### src/rtl/cknn_pkg.sv
package cknn_pkg;

   localparam int TRAIN_MAX_DEF = 1024;
   localparam int K_MAX_DEF = 15;
   localparam int ALPHABET_SIZE = 20;
   localparam int FRACTION_BITS_DEF = 16;
   localparam int COUNT_W = 16;
   localparam logic [COUNT_W-1:0] COUNT_SAT = 16'hFFFF;

   typedef enum logic [1:0] {
      OP_TRAIN = 2'd0,
      OP_TEST = 2'd1,
      OP_CLEAR = 2'd2,
      OP_NONE = 2'd3
   } opcode_type;

   typedef enum logic [1:0] {
      ST_CLASSIFIED = 2'd0,
      ST_STORED = 2'd1,
      ST_FULL = 2'd2,
      ST_EMPTY = 2'd3
   } status_type;

   typedef struct packed {
      logic [1:0] opcode;
      logic [7:0] residue_char;
      logic class_label;
      logic last_of_sequence;
   } req_type;

   typedef struct packed {
      logic predicted_label;
      logic [3:0] votes_for_one;
      logic [1:0] status;
   } rsp_type;

   typedef enum logic [2:0] {
      S_IDLE,
      S_DIV,
      S_STORE,
      S_DIST,
      S_INSERT,
      S_VOTE
   } state_type;

   // controller to datapath
   typedef struct packed {
      logic accum;
      logic clr_seq;
      logic clr_table;
      logic div_start;
      logic store_start;
      logic dist_start;
      logic ins_start;
      logic vote_start;
      logic vote_done;
   } cmd_type;

   // datapath to controller
   typedef struct packed {
      logic div_done;
      logic store_done;
      logic dist_done;
      logic ins_done;
      logic more_entries;
      logic table_full;
      logic table_empty;
      logic vote_done;
   } sts_type;

   function automatic logic [4:0] letter_code(input logic [7:0] ch);
      logic [4:0] r;
      case (ch)
         8'h41: r = 5'd0;
         8'h43: r = 5'd1;
         8'h44: r = 5'd2;
         8'h45: r = 5'd3;
         8'h46: r = 5'd4;
         8'h47: r = 5'd5;
         8'h48: r = 5'd6;
         8'h49: r = 5'd7;
         8'h4B: r = 5'd8;
         8'h4C: r = 5'd9;
         8'h4D: r = 5'd10;
         8'h4E: r = 5'd11;
         8'h50: r = 5'd12;
         8'h51: r = 5'd13;
         8'h52: r = 5'd14;
         8'h53: r = 5'd15;
         8'h54: r = 5'd16;
         8'h56: r = 5'd17;
         8'h57: r = 5'd18;
         8'h59: r = 5'd19;
         default: r = 5'd31;
      endcase
      return r;
   endfunction

endpackage

### src/rtl/cknn_ctrl.sv
module cknn_ctrl (
   input  logic clock,
   input  logic reset,
   input  logic req_fire,
   input  cknn_pkg::req_type req,
   input  cknn_pkg::sts_type sts,
   output cknn_pkg::cmd_type cmd,
   output logic busy
);
   import cknn_pkg::*;

   state_type state_ff, state_in;
   logic test_ff, test_in;

   always_ff @(posedge clock) begin
      if (reset) begin
         state_ff <= S_IDLE;
         test_ff <= 1'b0;
      end else begin
         state_ff <= state_in;
         test_ff <= test_in;
      end
   end

   always_comb begin
      state_in = state_ff;
      test_in = test_ff;
      cmd = '0;
      busy = (state_ff != S_IDLE);
      case (state_ff)
         S_IDLE: begin
            if (req_fire) begin
               if (req.opcode == OP_CLEAR) begin
                  cmd.clr_seq = 1'b1;
                  cmd.clr_table = 1'b1;
               end else if (req.opcode == OP_TRAIN || req.opcode == OP_TEST) begin
                  cmd.accum = 1'b1;
                  if (req.last_of_sequence) begin
                     cmd.div_start = 1'b1;
                     test_in = (req.opcode == OP_TEST);
                     state_in = S_DIV;
                  end
               end
            end
         end
         S_DIV: begin
            if (sts.div_done) begin
               cmd.clr_seq = 1'b1;
               if (!test_ff) begin
                  cmd.store_start = 1'b1;
                  state_in = S_STORE;
               end else if (sts.table_empty) begin
                  cmd.vote_start = 1'b1;
                  state_in = S_VOTE;
               end else begin
                  cmd.dist_start = 1'b1;
                  state_in = S_DIST;
               end
            end
         end
         S_STORE: begin
            if (sts.store_done) begin
               cmd.vote_start = 1'b1;
               state_in = S_VOTE;
            end
         end
         S_DIST: begin
            if (sts.dist_done) begin
               cmd.ins_start = 1'b1;
               state_in = S_INSERT;
            end
         end
         S_INSERT: begin
            if (sts.ins_done) begin
               if (sts.more_entries) begin
                  cmd.dist_start = 1'b1;
                  state_in = S_DIST;
               end else begin
                  cmd.vote_start = 1'b1;
                  state_in = S_VOTE;
               end
            end
         end
         S_VOTE: begin
            if (sts.vote_done) begin
               cmd.vote_done = 1'b1;
               state_in = S_IDLE;
            end
         end
         default: state_in = S_IDLE;
      endcase
   end
endmodule

### config.mk
export PLATFORM = sky130hd
export DESIGN_NAME = cknn_ctrl
export DESIGN_NICKNAME = d
export VERILOG_FILES = /design/src/rtl/cknn_pkg.sv /design/src/rtl/cknn_ctrl.sv
export SDC_FILE = /design/constraint.sdc
export NUM_CORES = 1
export LEC_CHECK = 0
export ABC_CLOCK_PERIOD_IN_PS = 1300
export BUFFER_PORTS_ARGS = -buffer_cell sky130_fd_sc_hd__buf_2
export CAP_MARGIN = 0
export CORE_AREA = 2 2 39 41
export CTS_CLUSTER_DIAMETER = 80
export DETAILED_ROUTE_END_ITERATION = 10
export DIE_AREA = 0 0 41 43
export PLACE_DENSITY = 0.69
export SLEW_MARGIN = 0
export SYNTH_ARGS = -nofsm -noshare
export SYNTH_HDL_FRONTEND = slang
export SYNTH_SLANG_ARGS = --single-unit
### constraint.sdc
create_clock -name clock -period 1.3 [get_ports clock]
set_input_delay 0.13 -clock clock [delete_from_list [all_inputs] [get_ports clock]]
set_output_delay 0.13 -clock clock [all_outputs]
set_load 0.05 [all_outputs]
# Yosys cells after proc, flatten, opt, wreduce, memory -nomap -nowiden
# Index checks and enable logic that the tools add are counted.
# totals
reg_bits	4
input_bits	23
out_inout_bits	10
wordCells	68
# op_classes
eq_ne	16
mux	43
n_bitwise	1
reduce_logical	6
# ops
operator	count
3-bit 2-to-1 mux	12
1-bit 2-to-1 mux	23
2-bit inequality test (second input constant)	9
3-bit one-hot mux with 6 select lines	1
9-bit AND reduction	1
3-bit by 2-bit == test with 1-bit output (second input constant)	2
3-bit == test (second input constant)	2
2-bit 2-to-1 mux	3
5-bit AND reduction	1
4-bit 2-to-1 mux	1
1-bit one-hot mux with 2 select lines	2
3-bit by 1-bit == test with 1-bit output (second input constant)	1
3-bit zero test	1
1-bit one-hot mux with 3 select lines	1
3-bit nonzero test	1
2-bit by 1-bit == test with 1-bit output (second input constant)	1
2-bit == test (second input constant)	1
2-bit zero test	1
1-bit logical OR	1
1-bit NOT	1

# Logic depth before layout (Yosys ltp)
# logic_depth
ltp_word	6
depth_mapped	5
depth_no_buf	4

# Worst setup path after synthesis
# OpenSTA, ideal clock, no wires.
# synth_path
path_kind	register to output
startpoint	register state_ff[2]
endpoint	output cmd[4] in the netlist's numbering
arrival_time_ps	1797
required_ps	1170
setup_slack_ps	-627
stages_incl_launch_ff	5
path_buffers	1
path_cell_list	dfxtp_1 -> buf_2 -> nor2_1 -> nand2_1 -> nor3_1
# synth_lines
element	line	text
start, declared	cknn_ctrl.sv:12	state_type state_ff, state_in;
start signal, assigned	cknn_ctrl.sv:20	state_ff <= state_in;
end, declared	cknn_ctrl.sv:7	output cknn_pkg::cmd_type cmd,

==> flow_summary.ini <==
[outcome]
status = finished with violations
violations = setup timing

[cells_and_area]
finish.utilization = 0.639
antenna_cells = 0
seqCellArea_sq_um = 88.8
area_delta_synth_final_pct = 112
fill_cells = 126
multi_input_area_sq_um = 415
final_layout_size_suffix_gt1_frac = 0.670
nets = 121

[sta]
timing.final.crit_share = 1.19
worst_pin_slew_ns = 0.311
slew_viol_final = 0
period_minus_slack_ns = 1.54
max_freq_ghz = 0.649
rsz0062_at_grt = yes
timing.hold.ws_ns = 0.0681
finalSetupTns_ns = -1.65
setup_ws_ns = -0.241
finalHoldViolations = 0
max_slew_margin = 0.790
report.final.setup_viol = 13
skew_ns = 0.00339

[logic_synthesis]
synth_seq_cells = 4
synth_seq_area_share = 0.192
synth.avg_cell_area_sq_um = 7.60
synth.most_common_cell = nor2_1
synth_commonest_cells = nor2_1, a21oi_1, dfxtp_1, nand2_1, mux2i_1
synth_area_leader_cell = dfxtp_1
async_flop_share = 0
synth_top_area_share = 0.192
ys.flop_type = dfxtp_1
synth_cells = 55
synth_edf_count = 0
synth_area_sq_um = 418
synth_warnings = 0
ys_top_cells_by_area = dfxtp_1, mux2i_1, a21oi_1
synthesis.nets = 78
synthDistinctLibCells = 28

[critical_path]
crit_fanout = 7
critPathTopFamily = flip-flops
critPathMostFrequentCell = buf_6
cpMaxStageDelayCell = dfxtp_4
cp.depth = 6
end_kind = primary output
start_kind = register
r2r_cells = 8
cp.arrival_ns = 1.41
required_ns = 1.17
cp_slowest_stage_delay_ns = 0.37
path_buf_inv = 2
worstSetupPathType = reg2out
crit_path_cell_trace = buf_6 -> nor2_4 -> nand2_2 -> nor3b_2 -> a32o_2 -> buf_6

[cts]
hold_buffers = 0
path_clk_slew_ns = 0.05
h-tree-depth = 1
worst_skew_pair.late_latency_ns = 0.25
cts_tree = done
cts_sinks = 4
cts_root_buffer = clkbuf_4
clockBufferDepth = 2
cts_buffers = 3

[route]
routedWlPerCell_um = 14.8
firstDrtPassIters = 4
num_vias = 617
routed_wl_um = 1670
drc = 0
drt_iter0_markers = 15
ant_nets = 0
vias_per_cell = 5.46

[floorplanning]
io_pins = 33
core_area_sq_um = 1380
fp.dieW_um = 41
start_util = 0.302
dieHeight_um = 43
fp.dieArea_sq_um = 1760
rows = 14

[power_and_ir_drop]
ir_worst_vdd_v = 0.000685
powerDensity_nw_per_um2 = 1710
p_leak_nw = 0.400

[job]
cap_violations = 0

[place]
dp_hpwl_um = 1040
io_buffers = 22
place_ws_ns = -0.152
place.gp.congestion = 0.770

[global_routing]
grt_max_degree = 9
grt_usage = 0.199
grt_pass1_vias = 550
overflow = 0
grt_pass1_wl_um = 2290
antenna_found_initial = 0

[hold_path]
hold_class = in2reg
whs_path_depth = 2
placed cells by master, fill, tap and decap left out, types with 2 or more instances in the layout:
master	synthesis	layout
a21oi_2	1	2
nor2_1	6	3
and3_4	0	2
clkbuf_4	0	3
and2_1	2	2
dfxtp_4	0	2
buf_6	0	9
inv_1	2	2
buf_4	0	18
buf_8	0	2
mux2i_1	3	3
buf_2	2	12
a21oi_1	5	4
a31oi_1	2	2
nor4bb_1	2	2
nand2_4	0	2
nor3_4	0	2
nand3_1	2	2
nor2_4	0	2
cell families (layout without fill, tap and decap cells):
family | count (synthesis) | in the layout | synth area share
AND/OR/NAND/NOR | 27 | 27 | 0.374
AO/OA/AOI/OAI | 15 | 15 | 0.275
buffers and inverters | 5 | 47 | 0.0509
multiplexers | 4 | 4 | 0.108
flip-flops | 4 | 4 | 0.192
through the flow:
step | total power, mW | cell area (sq um) | instances
2_1_floorplan | 0.821 | 504 | 55
3_3_place_gp | 1.04 | 694 | 102
3_5_place_dp | 1.05 | 694 | 102
4_1_cts | 1.41 | 845 | 111
5_1_grt | 1.58 | 885 | 113
6_report | 1.51 | 885 | 113
power breakdown:
group          internal, mW  leakage (nW)  switching [mW]  total, mW
Combinational         0.527         0.350           0.578       1.10
Sequential            0.160        0.0345          0.0593      0.219
Clock                 0.117        0.0150          0.0742      0.191
Total                 0.803         0.400           0.711       1.51
sequential cells by signal (all words and copies together) (netlist names):
register and cells:
state_ff 3, test_ff 1
per-layer routing:
layer	up-vias	part of all wire	wire, um	track usage
li1	291	-	-	-
met1	296	0.37	619	0.208
met2	26	0.56	926	0.319
met3	4	0.044	74	0.0419
met4	0	0.028	46	0.153
met5	-	0	0	0
worst paths after layout:
check,start,endpoint,slack (ns)
hold / removal,reset,state_ff[0]$_SDFFE_PP0P_,0.07
hold reg to reg,test_ff$_SDFFE_PP0P_,test_ff$_SDFFE_PP0P_,0.71
setup / recovery,state_ff[2]$_SDFFE_PP0P_,cmd[3],-0.24
setup reg to reg,state_ff[2]$_SDFFE_PP0P_,state_ff[0]$_SDFFE_PP0P_,-0.14
layout make-up:
| class | instances | area share |
|---|---|---|
| Multi-Input combinational cell | 46 | 0.470 |
| Clock buffer | 4 | 0.0297 |
| Inverter | 2 | 0.00849 |
| Timing Repair Buffer | 41 | 0.369 |
| Sequential cell | 4 | 0.100 |
| Tap cell | 16 | 0.0226 |
what timing repair did:
action	CTS	global route
buffers inserted	5	3
gates cloned	0	0
resized for setup	27	8
pin swaps	10	6
endpoints found under the setup margin	14	13
Power figures use the tool's default switching activity.
